File: config.mk
export PLATFORM = sky130hd
export DESIGN_NAME = dkpw_cell
export DESIGN_NICKNAME = d
export VERILOG_FILES = /design/src/hw/rtl/dkpw_pkg.sv /design/src/hw/rtl/dkpw_cell.sv
export SDC_FILE = /design/constraint.sdc
export NUM_CORES = 1
export LEC_CHECK = 0
export BUFFER_PORTS_ARGS = -buffer_cell sky130_fd_sc_hd__buf_2
export CAP_MARGIN = 40
export CORE_AREA = 2 2 143 145
export DETAILED_ROUTE_END_ITERATION = 8
export DIE_AREA = 0 0 145 147
export PLACE_DENSITY = 0.52
export SLEW_MARGIN = 20
export SYNTH_ARGS = -nofsm -noshare
export SYNTH_HDL_FRONTEND = slang
export SYNTH_SLANG_ARGS = --single-unit
export TNS_END_PERCENT = 10
File: constraint.sdc
create_clock -name clk -period 4.6 [get_ports clk]
set_input_delay 0.69 -clock clk [delete_from_list [all_inputs] [get_ports clk]]
set_output_delay 0.69 -clock clk [all_outputs]
set_load 0.02 [all_outputs]
File: src/hw/rtl/dkpw_pkg.sv
// shared constants, payload types and cell control types for the day keyed price window
`timescale 1ns / 1ps
`default_nettype none
package dkpw_pkg;

  // window geometry
  localparam int WINDOW_DEPTH    = 32;
  localparam int SECONDS_PER_DAY = 86400;
  // one spare cell holds the newcomer until the oldest day is evicted
  localparam int NCELL           = WINDOW_DEPTH + 1;
  localparam int COUNT_W         = $clog2(NCELL + 1);

  // field widths
  localparam int DAY_W   = 24;
  localparam int PRICE_W = 48;
  localparam int EPOCH_W = 40;
  localparam int CFG_W   = 6;
  localparam int FILL_W  = 6;
  localparam int LIM_W   = (CFG_W > COUNT_W) ? CFG_W : COUNT_W;

  localparam logic [CFG_W-1:0] CFG_RESET = 6'd32;

  // day from seconds by reciprocal multiply: day = (secs * RECIP) >> RECIP_SHIFT
  // the rounded-up reciprocal is exact for every time that fits in EPOCH_W bits
  localparam int RECIP_SHIFT = EPOCH_W + $clog2(SECONDS_PER_DAY);
  localparam int RECIP_W     = EPOCH_W + 1;
  localparam logic [63:0] RECIP_FULL =
    ((64'd1 << RECIP_SHIFT) + 64'(SECONDS_PER_DAY) - 64'd1) / 64'(SECONDS_PER_DAY);
  localparam logic [RECIP_W-1:0] RECIP = RECIP_W'(RECIP_FULL);
  // the time is multiplied in two halves, one per cycle
  localparam int HALF_W  = EPOCH_W / 2;
  localparam int MUL_A_W = EPOCH_W - HALF_W;
  localparam int PROD_W  = MUL_A_W + RECIP_W;
  localparam int ACC_W   = EPOCH_W + RECIP_W;

  // command and status codes
  localparam logic CMD_ADD       = 1'b0;
  localparam logic CMD_DUMP      = 1'b1;
  localparam logic STATUS_OK     = 1'b0;
  localparam logic STATUS_REJECT = 1'b1;

  // cell operations
  localparam logic [1:0] CELL_HOLD   = 2'd0;
  localparam logic [1:0] CELL_INSERT = 2'd1;
  localparam logic [1:0] CELL_SHIFT  = 2'd2;
  localparam logic [1:0] CELL_ROTATE = 2'd3;

  typedef struct packed {
    logic                      command;
    logic signed [PRICE_W-1:0] price;
    logic [EPOCH_W-1:0]        tick_secs;
  } in_t;

  typedef struct packed {
    logic                      status;
    logic                      entry_valid;
    logic [DAY_W-1:0]          entry_day;
    logic signed [PRICE_W-1:0] entry_price;
    logic                      last_result;
    logic [FILL_W-1:0]         fill_count;
    logic                      window_ready;
  } out_t;

  typedef struct packed {
    logic [DAY_W-1:0]          day;
    logic signed [PRICE_W-1:0] price;
  } entry_t;

  typedef struct packed {
    logic [1:0] op;
    logic       hit;
    entry_t     new_entry;
  } cell_ctl_t;

endpackage
`default_nettype wire

File: src/hw/rtl/dkpw_cell.sv
// one window slot: holds a day and price, compares against the newcomer, trades with neighbors
`timescale 1ns / 1ps
`default_nettype none
module dkpw_cell (
  input  wire logic                clk,
  input  wire dkpw_pkg::cell_ctl_t ctl,
  input  wire dkpw_pkg::entry_t    left_entry,
  input  wire logic                left_lt,
  input  wire dkpw_pkg::entry_t    right_entry,
  input  wire dkpw_pkg::entry_t    wrap_entry,
  input  wire logic                live,
  input  wire logic                tail,
  output dkpw_pkg::entry_t         entry,
  output logic                     lt,
  output logic                     eq
);

  dkpw_pkg::entry_t entry_r, entry_nxt;

  // compare only slots that hold a stored day
  assign lt = live && (entry_r.day < ctl.new_entry.day);
  assign eq = live && (entry_r.day == ctl.new_entry.day);

  always_comb begin
    entry_nxt = entry_r;
    unique case (ctl.op)
      dkpw_pkg::CELL_HOLD: begin
        entry_nxt = entry_r;
      end
      dkpw_pkg::CELL_INSERT: begin
        if (ctl.hit) begin
          // same day stored: overwrite its price
          if (eq) entry_nxt.price = ctl.new_entry.price;
        end else if (!lt) begin
          // first slot past the older days takes the newcomer, the rest move up
          entry_nxt = left_lt ? ctl.new_entry : left_entry;
        end
      end
      dkpw_pkg::CELL_SHIFT: begin
        entry_nxt = right_entry;
      end
      dkpw_pkg::CELL_ROTATE: begin
        entry_nxt = tail ? wrap_entry : right_entry;
      end
    endcase
  end

  always_ff @(posedge clk) begin
    entry_r <= entry_nxt;
  end

  assign entry = entry_r;

endmodule
`default_nettype wire

## Word level (Yosys, flattened, before mapping)

Cells that the tools add are included.

| word-level totals | value |
|---|---|
| output and inout bits | 74 |
| bits in writable memories | 0 |
| input port bits | 295 |
| memories | 0 |
| logic and storage cells | 24 |
| ROM bits | 0 |
| latch bits | 0 |
| register bits after elaboration | 72 |

| cells by class | value |
|---|---|
| order comparisons | 1 |
| multiplexer cells | 7 |
| $mul | 0 |
| divide/modulo/power cells | 0 |
| shifts and indexed selects | 0 |
| reductions and logical operators | 5 |
| bitwise operators | 1 |
| add/sub/neg operators | 0 |
| equality and inequality tests | 8 |

Operators with widths:

| cell | count |
|---|---|
| 72-bit two-way mux | 3 |
| 72-bit one-hot mux with 3 select lines | 1 |
| 48-bit two-way mux | 2 |
| 24-bit == test | 1 |
| 24-bit < comparator | 1 |
| 24-bit two-way mux | 1 |
| 3-bit inequality test, second input constant | 2 |
| 3-bit AND reduction | 2 |
| 2-bit == test, second input constant | 2 |
| 2-bit inequality test, second input constant | 2 |
| 2-bit by 1-bit == test with 1-bit output, second input constant | 1 |
| 1-bit logical AND | 2 |
| 2-bit logical NOT | 1 |
| 1-bit inverter | 1 |

## Logic depth before layout (Yosys ltp)

| logic depth | value |
|---|---|
| depth after elaboration | 5 |
| gate-level depth with buffers | 7 |
| mapped depth without buffers | 7 |

## Least setup slack after synthesis

Ideal clock, no wire load.

| path | value |
|---|---|
| path kind | input -> register |
| start point | input ctl[70] in the netlist's numbering |
| end point | register entry_r (netlist bit entry[0]), enable pin |
| data required time | 4186 ps |
| library setup time | 414 ps |
| path slack | 1147 ps |
| arrival time | 3038 ps |
| cell stages on the path | 7 |
| cells stage by stage | inv_1 > ha_1 > nand4_2 > nor4_1 > nand2_1 > a31oi_1 > o41a_1 |

| on the way | value |
|---|---|
| cells in the longest elaborated chain, start to end | 4 |
| elaborated cells between the ends (all ways) | 7 |
| classes of those cells | order compare: 1; eq/ne: 3; reduce/logical: 3 |

Ends and longest elaborated chain:

| what | RTL line | source |
|---|---|---|
| start: declaration | dkpw_cell.sv:6 | `input wire dkpw_pkg::cell_ctl_t ctl,` |
| 24-bit < comparator or 24-bit == test (tied branches) | dkpw_cell.sv:21, dkpw_cell.sv:22 |  |
| 1-bit logical AND (on tied branches) | dkpw_cell.sv:21, dkpw_cell.sv:22 |  |
| 3-bit inequality test (no line) | -- |  |
| 3-bit AND reduction (no line) * | -- |  |
| end signal: assignment | dkpw_cell.sv:49 | `entry_r <= entry_nxt;` |
| end: declaration | dkpw_cell.sv:18 | `dkpw_pkg::entry_t entry_r, entry_nxt;` |

Mark *: on every way between the ends. The rest lies on a longest branch, timed or not.
A chain may end at the register's enable or synchronous reset.

## Worst setup path after layout

| path | value |
|---|---|
| start point | input ctl[67] in the netlist's numbering |
| end point | output lt |

| on the way | value |
|---|---|
| cells in the longest elaborated chain, start to end | 2 |

Ends and longest elaborated chain:

| what | RTL line | source |
|---|---|---|
| 24-bit < comparator | dkpw_cell.sv:21 | `assign lt = live && (entry_r.day < ctl.new_entry.day);` |
| 1-bit logical AND | dkpw_cell.sv:21 |  |
| end: declaration | dkpw_cell.sv:14 | `output logic lt,` |

Every way passes these cells.

==> summary.txt <==
CTS
  – CTS Sinks: 72
  – CTS tree: done
  – TritonCTS Buffers: 9
  – Hold buffers post-CTS: 0
  – Post_cts resized: 0
  – Worst-Skew Late Latency: 330 ps
  – Clk buf depth: 2
  – Worst-path clk slew: about 60 ps
  – CTS H-Tree Depth: 3
  – CTS Root Cell: clkbuf_16
  – Postcts setup bufs: 0

Die
  – Die H: 147 um
  – Initial core utilization: 25.7%
  – DIE AREA: 0.0213 sq mm
  – Core area: 0.0198 sq mm
  – Die Wd: 145 um
  – # rows: 52
  – IO Pins: between 300 and 400

Yosys
  – Post-synthesis instance total: 503
  – Synth unique cells: 31
  – Flops & latches, synth: just over 70
  – Yosys top cell by area: edfxtp_1
  – Syn Std Cell Area: roughly 0.0051 sq mm
  – Synth area leaders: edfxtp_1 42%, mux2i_1 14%, a211oi_1 11%
  – Area fraction of the dominant cell type after synthesis: 42.4%
  – Synthesized Nets: 822
  – Avg Cell Area, Syn: between 10 and 15 sq um
  – Share of the yosys chip area belonging to registers: between 40% and 50%
  – Count of warnings emitted by yosys: 0

Timing
  – Fmax: 325 MHz
  – Final Skew: 9.50 ps
  – Hold Violations, Final: 0
  – Slew Limit Fails: 0
  – Worst slew margin: 46.4%
  – Worst-margin pin slew: 804 ps
  – Final setup vio count: 0
  – Setup TNS: 0 ps
  – Shortest period the worst path allows: between 3000 and 4000 ps
  – RSZ-0062 raised after global routing: no
  – Worst setup margin: 1530 ps
  – Crit share post-route: between 60% and 70%

Run status
  – Outcome: complete, no violations

Setup path
  – Maximum net fanout on the critical path: 4
  – Kind of critical path: in -> out
  – Setup crit end kind: output pin
  – Data required time of the worst path: 3910 ps
  – FF-to-FF End: entry[2]
  – Worst setup SP type: primary input
  – R2r setup slk: 1740 ps
  – R2R depth: 7
  – Crit path DAT: 2380 ps
  – Reg-to-Reg Start: entry[67]

Placement
  – IO buf count: 368
  – Placement Setup Slack: 1400 ps
  – Post-DP HPWL: 14,900 um
  – Placer Congestion: 0.793
  – DP Cell Count: 1,105

Drt
  – Vias per cell: 4.69
  – Detailed Route WL: 18,800 um
  – Drt first pass iters: 4
  – Via count: ~5.3k
  – DRC: 0
  – Post-route ant nets: 0
  – DR WL/cell: roughly 17 um
  – Drt first-iter violations: 179

Cells and area
  – Number of nets in the layout: 1,166
  – Highest-count cells in the layout ignoring fill and taps: 368 x buf_2, 81 x a21oi_1, 72 x mux2i_1, 72 x a211oi_1, 72 x edfxtp_1
  – Final cell count without fillers: 1,122
  – Fraction of layout cells with a size suffix above 1: 46.8%
  – Commonest non-fill, non-tap cell in the layout: buf_2
  – Largest register FFs: 72
  – Post-layout util: between 30% and 40%
  – Filler Cell Count: 2,041
  – N_diodes: 0
  – Layout area overhead: 48.2%

GRT
  – Tot GR Track Use: 17.2%
  – Initial antenna violation count: 0
  – Gr ovfl total: 0
  – Vias in the first global route: 5,299
  – First-pass GRT wire length: 28,600 um
  – Pin count of the biggest net entering global routing: 52

Power
  – Comb power frac: 27.3%
  – Cell Int Power: 1540 uW
  – Net Sw Frac: 29.1%
  – Clk pwr share: roughly a third
  – Flop pwr share: between 30% and 40%
  – P_sw: 632 uW
  – Peak VDD IR: 155 uV
  – Power Dens Cells: 287 mW/mm^2
  – Total power: about 2200 uW
  – LEAKAGE: 0.00369 uW

Worst hold path
  – Min-Delay Path Depth: 3
  – Hold Path Origin: right_entry[12]
  – Hold EP: entry[12]
  – Hold WC Path Type: in -> reg

Run
  – Max-cap violations: 0
==> synth_stat cells <==
cell type and number:
a21oi_1 81, a211oi_1 72, edfxtp_1 72, mux2i_1 72
and3_1 48, clkbuf_1 36, inv_1 28, ha_1 24
nor2b_1 24, buf_2 6, nand2_1 5, nand3_1 5
nor2_1 4, nand4_1 3, o21ai_0 3, a21o_1 2
buf_1 2, nor3_1 2, nor4_1 2, a21o_2 1
a22oi_1 1, a31oi_1 1, a41o_1 1, and2_1 1
inv_2 1, nand4_2 1, o311a_1 1, o311ai_1 1
o31a_2 1, o41a_1 1, or3b_4 1
==> critical path, cell delays in order <==
cell and delay [ps]:
buf_2 90, inv_1 40, ha_1 310, nand4_1 240, nor4_1 510, o311a_1 290
nor2_1 50, buf_2 160
==> metal layers <==
metal / wire [um] / vias up / track usage (%)
met5: 0 / - / 0
li1: - / 2638 / -
met3: 1490 / 12 / 5.34
met1: 7520 / 2368 / 19.5
met2: 9610 / 242 / 31.6
met4: 215 / 0 / 3.91
==> per-stage QoR <==
step                instance area, sq um  hold WS (ps)
global placement                    7180          1040
finish                              7550           701
global route                        7550           697
floorplan                           5090           941
detailed placement                  7210          1040
CTS                                 7520           687
==> power by group through the flow <==
stage | clock network [uW] | registers (uW) | logic [uW]
floorplan | 0 | 936 | 237
global placement | 0 | 850 | 595
detailed placement | 0 | 852 | 602
CTS | 764 | 839 | 602
global route | 791 | 846 | 654
finish | 738 | 838 | 593
==> kinds of logic (layout without fill, tap and decap cells) <==
kind of cell	Yosys count	count (layout)	synth area share [%]
AO/OA/AOI/OAI	166	166	20.6
adder cells (fa/ha/maj)	24	24	5.90
buffers and inverters	73	422	5.53
flip-flops	72	72	42.4
multiplexers	72	72	14.1
AND/OR/NAND/NOR	96	96	11.4
==> worst max path at each step <==
stage	endpoint	startpoint	slack, ps	cells past startpoint
after CTS	lt	ctl[63]	1580	9
after global routing	lt	ctl[67]	1350	8
final	lt	ctl[67]	1530	8
after floorplan	entry[0]	ctl[70]	1150	7
after global placement	entry[33]	ctl[63]	1430	9
after detailed placement	entry[28]	ctl[67]	1400	9
==> final cells by class <==
cell class / count / area [sq um] / area share [%]
tap: 270 / 338 / 4.47
timing repair buffer: 377 / 1960 / 26.0
multi-input combinational: 358 / 2670 / 35.3
clock buffer: 10 / 229 / 3.03
clock inverter: 6 / 83.8 / 1.11
inverter: 29 / 110 / 1.46
sequential: 72 / 2160 / 28.6
Power figures use the tool's default switching activity.
