[src/hw/rtl/dkpw_pkg.sv]
// shared constants, payload types and cell control types for the day keyed price window
`timescale 1ns / 1ps
`default_nettype none
package dkpw_pkg;

  // window geometry
  localparam int WINDOW_DEPTH    = 32;
  localparam int SECONDS_PER_DAY = 86400;
  // one spare cell holds the newcomer until the oldest day is evicted
  localparam int NCELL           = WINDOW_DEPTH + 1;
  localparam int COUNT_W         = $clog2(NCELL + 1);

  // field widths
  localparam int DAY_W   = 24;
  localparam int PRICE_W = 48;
  localparam int EPOCH_W = 40;
  localparam int CFG_W   = 6;
  localparam int FILL_W  = 6;
  localparam int LIM_W   = (CFG_W > COUNT_W) ? CFG_W : COUNT_W;

  localparam logic [CFG_W-1:0] CFG_RESET = 6'd32;

  // day from seconds by reciprocal multiply: day = (secs * RECIP) >> RECIP_SHIFT
  // the rounded-up reciprocal is exact for every time that fits in EPOCH_W bits
  localparam int RECIP_SHIFT = EPOCH_W + $clog2(SECONDS_PER_DAY);
  localparam int RECIP_W     = EPOCH_W + 1;
  localparam logic [63:0] RECIP_FULL =
    ((64'd1 << RECIP_SHIFT) + 64'(SECONDS_PER_DAY) - 64'd1) / 64'(SECONDS_PER_DAY);
  localparam logic [RECIP_W-1:0] RECIP = RECIP_W'(RECIP_FULL);
  // the time is multiplied in two halves, one per cycle
  localparam int HALF_W  = EPOCH_W / 2;
  localparam int MUL_A_W = EPOCH_W - HALF_W;
  localparam int PROD_W  = MUL_A_W + RECIP_W;
  localparam int ACC_W   = EPOCH_W + RECIP_W;

  // command and status codes
  localparam logic CMD_ADD       = 1'b0;
  localparam logic CMD_DUMP      = 1'b1;
  localparam logic STATUS_OK     = 1'b0;
  localparam logic STATUS_REJECT = 1'b1;

  // cell operations
  localparam logic [1:0] CELL_HOLD   = 2'd0;
  localparam logic [1:0] CELL_INSERT = 2'd1;
  localparam logic [1:0] CELL_SHIFT  = 2'd2;
  localparam logic [1:0] CELL_ROTATE = 2'd3;

  typedef struct packed {
    logic                      command;
    logic signed [PRICE_W-1:0] price;
    logic [EPOCH_W-1:0]        tick_secs;
  } in_t;

  typedef struct packed {
    logic                      status;
    logic                      entry_valid;
    logic [DAY_W-1:0]          entry_day;
    logic signed [PRICE_W-1:0] entry_price;
    logic                      last_result;
    logic [FILL_W-1:0]         fill_count;
    logic                      window_ready;
  } out_t;

  typedef struct packed {
    logic [DAY_W-1:0]          day;
    logic signed [PRICE_W-1:0] price;
  } entry_t;

  typedef struct packed {
    logic [1:0] op;
    logic       hit;
    entry_t     new_entry;
  } cell_ctl_t;

endpackage
`default_nettype wire

[src/hw/rtl/dkpw_divider.sv]
// day number from epoch seconds by reciprocal multiply, one half-width product per cycle
`timescale 1ns / 1ps
`default_nettype none
module dkpw_divider (
  input  wire logic                          clk,
  input  wire logic                          rst_n,
  input  wire logic                          start,
  input  wire logic [dkpw_pkg::EPOCH_W-1:0]  dividend,
  output logic                               done,
  output logic [dkpw_pkg::DAY_W-1:0]         day
);

  logic                              busy_r;
  logic                              done_r;
  logic                              step_r;
  logic [dkpw_pkg::EPOCH_W-1:0]      num_r;
  logic [dkpw_pkg::ACC_W-1:0]        acc_r, acc_nxt;
  logic [dkpw_pkg::MUL_A_W-1:0]      mul_a;
  logic [dkpw_pkg::PROD_W-1:0]       prod;

  // low half of the time first, then the high half added in at its weight
  always_comb begin
    if (!step_r) begin
      mul_a = dkpw_pkg::MUL_A_W'(num_r[dkpw_pkg::HALF_W-1:0]);
    end else begin
      mul_a = num_r[dkpw_pkg::EPOCH_W-1:dkpw_pkg::HALF_W];
    end
    prod = dkpw_pkg::PROD_W'(mul_a) * dkpw_pkg::PROD_W'(dkpw_pkg::RECIP);
    if (!step_r) begin
      acc_nxt = dkpw_pkg::ACC_W'(prod);
    end else begin
      acc_nxt = acc_r + (dkpw_pkg::ACC_W'(prod) << dkpw_pkg::HALF_W);
    end
  end

  // control
  always_ff @(posedge clk) begin
    if (!rst_n) begin
      busy_r <= 1'b0;
      done_r <= 1'b0;
      step_r <= 1'b0;
    end else begin
      done_r <= 1'b0;
      if (start) begin
        busy_r <= 1'b1;
        step_r <= 1'b0;
      end else if (busy_r) begin
        step_r <= 1'b1;
        if (step_r) begin
          busy_r <= 1'b0;
          done_r <= 1'b1;
        end
      end
    end
  end

  // datapath
  always_ff @(posedge clk) begin
    if (start) begin
      num_r <= dividend;
    end else if (busy_r) begin
      acc_r <= acc_nxt;
    end
  end

  assign done = done_r;
  // low day bits of the scaled product
  assign day  = acc_r[dkpw_pkg::RECIP_SHIFT +: dkpw_pkg::DAY_W];

endmodule
`default_nettype wire

[config.mk]
export PLATFORM = sky130hd
export DESIGN_NAME = dkpw_divider
export DESIGN_NICKNAME = d
export VERILOG_FILES = /design/src/hw/rtl/dkpw_pkg.sv /design/src/hw/rtl/dkpw_divider.sv
export SDC_FILE = /design/constraint.sdc
export NUM_CORES = 1
export LEC_CHECK = 0
export BUFFER_PORTS_ARGS = -buffer_cell sky130_fd_sc_hd__buf_2
export CAP_MARGIN = 40
export CORE_ASPECT_RATIO = 1.2
export CORE_MARGIN = 10
export CORE_UTILIZATION = 60
export CTS_BUF_LIST = sky130_fd_sc_hd__clkbuf_8
export CTS_CLUSTER_SIZE = 14
export DETAILED_ROUTE_END_ITERATION = 12
export PLACE_DENSITY = 0.83
export SLEW_MARGIN = 20
export SYNTH_ARGS = -nofsm -noshare
export SYNTH_HDL_FRONTEND = slang
export SYNTH_SLANG_ARGS = --single-unit
[constraint.sdc]
create_clock -name clk -period 12.1 [get_ports clk]
set_clock_uncertainty 0.15 [all_clocks]
set_input_delay 0.605 -clock clk [delete_from_list [all_inputs] [get_ports clk]]
set_output_delay 0.605 -clock clk [all_outputs]
set_load 0.1 [all_outputs]
# Word-level counts from Yosys, hierarchy flattened

Index checks and enable logic that the tools add are counted.

Flip-flop bits (word level): 124
Output and inout port bits: 25
Logic and storage cells: 20

Add/sub/neg operators: 1
Multiply operators: 1
Muxes and demuxes: 6
Bitwise gates (word level): 3
Reduce and logical (&&, ||, !) cells: 3

Operators by type and width:

| operator                 | number |
|---|---|
| $add A81 B81 Y81         | 1 |
| $mux W61                 | 1 |
| $mul A20 B40 Y60 const B | 1 |
| $mux W20                 | 1 |
| $mux W1                  | 4 |
| $not A1 Y1               | 3 |
| $reduce_or A3 Y1         | 1 |
| $reduce_and A2 Y1        | 1 |
| $reduce_or A2 Y1         | 1 |

# Logic depth before layout (Yosys ltp)

Gate-level depths: netlist (run 1).

Depth in word-level cells: 4
Depth in mapped cells: 39
Gate-level depth less buffers: 36

# Worst setup path after synthesis (run 1)

Ideal clock, no wire load.

Kind: reg-to-reg
Start point: register step_r
End point: register acc_r[78] (netlist bit), data pin
Library setup time: 0.266 ns
Arrival time: 9.253 ns
Required time: 11.684 ns
Path slack: 2.432 ns
Cell stages (with the launch flop): 34
Path buffers: 4
Clock period less this slack: 9.668 ns
Cells stage by stage: dfxtp_1 > clkbuf_1 > buf_1 > mux2i_1 > inv_1 > fa_1 > fa_1 > inv_1 > fa_1 > fa_1 > fa_1 > fa_1 > inv_1 > fa_1 > ha_1 > clkbuf_1 > a21oi_1 > o21ai_0 > a21oi_1 > or4_1 > o31ai_2 > a21oi_1 > xnor2_1 > ha_1 > clkbuf_1 > and4_1 > nand4_1 > nor4_1 > nand2_1 > a31o_2 > a2111oi_2 > a311oi_1 > xor2_1 > nor2_1

Cells in the longest elaborated chain, start to end: 3

RTL lines:

| what                     | line               | text |
|---|---|---|
| start: declaration       | dkpw_divider.sv:15 | `logic step_r;` |
| start signal: assignment | dkpw_divider.sv:41 | `step_r <= 1'b0;` |
| start signal: assignment | dkpw_divider.sv:46 | `step_r <= 1'b0;` |
| start signal: assignment | dkpw_divider.sv:48 | `step_r <= 1'b1;` |
| $mux W20                 | dkpw_divider.sv:23 | `if (!step_r) begin` |
| $mul A20 B40 Y60         | dkpw_divider.sv:28 | `prod = dkpw_pkg::PROD_W'(mul_a) * dkpw_pkg::PROD_W'(dkpw_pkg::RECIP);` |
| $add A81 B81 Y81         | dkpw_divider.sv:32 | `acc_nxt = acc_r + (dkpw_pkg::ACC_W'(prod) << dkpw_pkg::HALF_W);` |
| end signal: assignment   | dkpw_divider.sv:62 | `acc_r <= acc_nxt;` |
| end: declaration         | dkpw_divider.sv:17 | `logic [dkpw_pkg::ACC_W-1:0] acc_r, acc_nxt;` |

Parallel ways exist; a longest one is shown, timed or not.
A chain may end at the register's enable or synchronous reset.

# Final worst setup path (run 1)

Start point: register step_r
End point: register acc_r[80] (netlist bit), data pin

The elaborated chain is that of the path after synthesis.

==> flow_metrics.tcl, run 1 <==
set metrics [dict create \
    cp_data_required_time_ns 12.28 \
    ys_seq_elements 103 \
    yosys.cell_count.top_type "inv_1" \
    cts_tree "yes" \
    tns_ns 0 \
    area_growth_pct 3.515 \
    grt_usage 0.2805 \
    nNetsFinal 2703 \
    synth.cell_area_um2 19690 \
    htree_levels 3 \
    synth-edff-count 100 \
    ios 68 \
    relSlewSlack 0.4305 \
    antenna_found_initial 2 \
    cts_buffer_depth 2 \
    drt_pre_antenna_iters 8 \
    run_status "finished clean" \
    cp-end-kind "flop" \
    worstPathMaxFanout 20 \
    syn_avg_cell_area_um2 9.478 \
    cts_root_buffer "clkbuf_8" \
    drc_errors 0 \
    detail-route-antenna-nets 0 \
    antenna_cells 0 \
    numCtsBuffers 9 \
    cts_setup_buffers 0 \
    avgViaCountPerCell 6.091 \
    multi_input_area_um2 14800 \
    cts.sink_count 103 \
    max_freq_ghz 0.09234 \
    synth_common_cells "inv_1, ha_1, fa_1" \
    die_w_um 185.4 \
    max_cap_violations 0 \
    path_clk_slew_ns 0.12 \
    cts_resized 0 \
    arrival_ns 11.01 \
    fill_cells 2685 \
    die-area_um2 40490 \
    synthTopCellsByArea "ha_1, fa_1, edfxtp_1" \
    hold_violations 0 \
    die_h_um 218.4 \
    synthArstFlopShare 0 \
    cpPeakStageDelay_ns 0.56 \
    initial_core_util 0.6087 \
    synth.distinct_cells 77 \
    grt_overflow 0 \
    critical_path_class "reg2reg" \
    std_cell_rows 72 \
    post-route-util 0.6301 \
    post-route-period-util 0.8950 \
    fin_crit_ns 10.83 \
    insertion_delay_ns 0.46 \
    drt-wirelength-per-cell_um 22.26 \
    drive_gt1_frac 0.06772 \
    synthCells 2077 \
    rsz0062_at_grt "no" \
    syn_nets 2702 \
    regArea_um2 3064 \
    numPortBuffers 67 \
    critPathLaunchType "flop" \
    crit_slowest_cell "xor2_1" \
    grt_max_degree 61 \
    worst_path_most_repeated_cell "fa_1" \
    core-area_um2 32340 \
    finalSetupViolCount 0 \
    grt_pass1_wl_mm 87.48 \
    synthFlopType "edfxtp_1" \
    synth_top_area_cell "ha_1" \
    holdCritPathClass "in2reg" \
    vias 15160 \
    yosys_warnings 0 \
    synth_top_area_frac 0.2326 \
    grt_pass1_vias 15689 \
    drt_wl_total_mm 55.40 \
    ys_seq_area_frac 0.1556 \
    cts_hold_buf 0 \
    drt_iter0_markers 1411 \
    routabilityCongestion 1.052 \
    hpwlAfterDp_mm 47.25 \
    fin_hold_ws_ns 0.1610 \
    worst_slew_pin_slew_ns 0.8305 \
    final_max_slew_viol_count 0 \
]
-- per-layer routing --
layer | track usage | part of all wire | vias up | wire length (um)
li1 | - | - | 7016 | -
met1 | 0.3661 | 0.42 | 7471 | 23120
met2 | 0.4585 | 0.48 | 561 | 26740
met3 | 0.05162 | 0.069 | 108 | 3813
met4 | 0.09414 | 0.030 | 4 | 1671
met5 | 0 | 0.00094 | - | 52
-- logic make-up after synthesis --
| kind of cell | Yosys count | synth area share |
|---|---|---|
| AOI/OAI and AO/OA | 419 | 0.1364 |
| DFF | 103 | 0.1556 |
| muxes | 50 | 0.02708 |
| buffers and inverters | 460 | 0.09298 |
| adders and majority gates | 582 | 0.4523 |
| xor gates and xnor gates | 109 | 0.04849 |
| and+or+nand+nor | 354 | 0.08720 |
-- state kept, by name, indices dropped and copies added (netlist names) --
name / flops
step_r: 1
done: 1
busy_r: 1
num_r: 40
acc_r: 60
-- critical path: cells and delay by family, from the launching register on --
family,cells,cell delay [ns]
and+or+nand+nor,10,2.39
AOI/OAI and AO/OA,7,1.52
DFF,1,0.51
xor gates and xnor gates,1,0.56
adders and majority gates,9,3.95
muxes,1,0.51
buffers and inverters,6,1.11
-- metrics by stage --
stage	worst slack, ns	area, um2	instances
6_report	1.270	20380	2489
5_1_grt	0.7005	20380	2489
4_1_cts	1.442	20360	2488
3_5_place_dp	1.395	20170	2473
3_3_place_gp	1.561	20160	2472
2_1_floorplan	2.432	19690	2077
-- final timing paths --
kind,cells after the start,end,from,slack (ns)
worst max register to register,34,acc_r[80],step_r,1.27
worst min register to register,2,busy_r,busy_r,0.43
worst max-delay path,34,acc_r[80],step_r,1.27
worst min-delay path,1,num_r[0],dividend[0],0.16
-- placed cells by master (no fill, tap or decap), types with 33 or more instances in the layout --
| cell | instances |
|---|---|
| a21oi_1 | 146 |
| xor2_1 | 45 |
| nor2_1 | 75 |
| a21o_1 | 61 |
| nand4_1 | 33 |
| nand2_1 | 121 |
| xnor2_1 | 64 |
| fa_1 | 216 |
| buf_2 | 68 |
| inv_1 | 376 |
| ha_1 | 366 |
| edfxtp_1 | 100 |
| o21ai_0 | 83 |
-- area by class of cell --
cell class                      count  share of cell area
Multi-Input combinational cell   1514              0.7263
Timing Repair Buffer               75             0.01989
Sequential cell                   103              0.1504
Inverter                          375             0.06907
Tap cell                          407             0.02499
Clock buffer                        9            0.006078
Clock inverter                      6            0.003316
Power of run 1 is not shown: default switching activity piles up to over one toggle a cycle in this logic, so the estimate is an artifact.
==> run 2, diff against run 1 <==
- PLACE_DENSITY: 0.83 -> 0.74
- REMOVE_ABC_BUFFERS: not set -> 1
==> flow_metrics.tcl, run 2 (same netlist as run 1, synthesis figures left out) <==
set metrics [dict create \
    drt_pre_antenna_iters 5 \
    top_register "acc_r" \
    cpPeakStageDelay_ns 0.71 \
    grt_pass1_vias 15363 \
    critPathLaunchType "flop" \
    dpl_cell_area_um2 20170 \
    fill_cells 2798 \
    rsz0062_at_grt "no" \
    die-area_um2 40490 \
    relSlewSlack 0.4881 \
    regArea_um2 3064 \
    worst_path_most_repeated_cell "fa_1" \
    die_h_um 218.4 \
    multi_input_area_um2 14800 \
    cts_tree "yes" \
    dpl.cell_count 2473 \
    post-route-period-util 0.9291 \
    holdCritPathClass "in2reg" \
    detail-route-antenna-nets 0 \
    worstPathMaxFanout 47 \
    cts_setup_buffers 0 \
    vias 14934 \
    max_cap_violations 0 \
    cts_root_buffer "clkbuf_8" \
    avgViaCountPerCell 5.995 \
    hpwlAfterDp_mm 49.22 \
    max_freq_ghz 0.08895 \
    antenna_found_initial 0 \
    nNetsFinal 2703 \
    path_clk_slew_ns 0.12 \
    grt_pass1_wl_mm 87.66 \
    std_cell_rows 72 \
    fin_hold_ws_ns 0.1764 \
    core-area_um2 32340 \
    cts_hold_buf 0 \
    initial_core_util 0.6087 \
    numPortBuffers 67 \
    cp-end-kind "flop" \
    cts.sink_count 103 \
    final_cells 2491 \
    run_status "finished clean" \
    critical_path_class "reg2reg" \
    die_w_um 185.4 \
    fin_crit_ns 11.24 \
    drt_iter0_markers 1010 \
    area_growth_pct 3.680 \
    grt_usage 0.2871 \
    numCtsBuffers 9 \
    drive_gt1_frac 0.06865 \
    finalSetupViolCount 0 \
    mostFrequentLayoutCells "inv_1, ha_1, fa_1" \
    cp_data_required_time_ns 12.26 \
    worst_slew_pin_slew_ns 0.7598 \
    grt_overflow 0 \
    grt_max_degree 61 \
    cts_buffer_depth 2 \
    tns_ns 0 \
    insertion_delay_ns 0.44 \
    top_regs "acc_r (60), num_r (40)" \
    htree_levels 3 \
    hold_violations 0 \
    largest_reg_flops 60 \
    drc_errors 0 \
    stdcell_area_um2 20410 \
    cts_resized 0 \
    final_max_slew_viol_count 0 \
    arrival_ns 11.40 \
    drt-wirelength-per-cell_um 22.94 \
    ios 68 \
    crit_slowest_cell "dfxtp_2" \
    final_common_cell "inv_1" \
    routabilityCongestion 1.043 \
    drt_wl_total_mm 57.15 \
]
run 2: per-layer routing:
layer  wire length, um  track usage  vias to the layer above
li1                  -            -                     7025
met1             22580       0.3457                     7292
met2             28020       0.4767                      487
met3              3177      0.04614                      130
met4              3384       0.1660                        0
met5                 0            0                        -
run 2: worst max-delay path, delay by kind of cell (launching register included):
family                     cells  cell delay [ns]
AOI/OAI and AO/OA              6             1.62
xor gates and xnor gates       1             0.47
adders and majority gates      9             4.02
buffers and inverters          6             1.27
DFF                            1             0.71
muxes                          1             0.46
and+or+nand+nor               10             2.38
run 2: path summary, 6_finish.rpt:
path / from / endpoint / slack [ns] / cells after the start
setup / recovery: step_r / acc_r[80] / 0.86 / 33
setup reg to reg: step_r / acc_r[80] / 0.86 / 33
hold reg to reg: busy_r / step_r / 0.42 / 2
hold / removal: dividend[7] / num_r[7] / 0.18 / 1
run 2: through the flow:
step,util,worst slack (ns)
after floorplan,-,1.830
after global placement,0.6236,1.165
after detailed placement,0.6236,0.9589
after CTS,0.6302,0.9065
after global routing,0.6310,0.4140
final,0.6311,0.8583
run 2: layout make-up:
class                      instances  area share
antenna                            1   0.0001226
clock buffer                       9    0.006069
clock inverter                     7    0.004291
inverter                         375     0.06896
multi-input combinational       1514      0.7251
sequential                       103      0.1501
tap                              407     0.02495
timing repair buffer              75     0.02035
Power of run 2 is left out for the same reason.
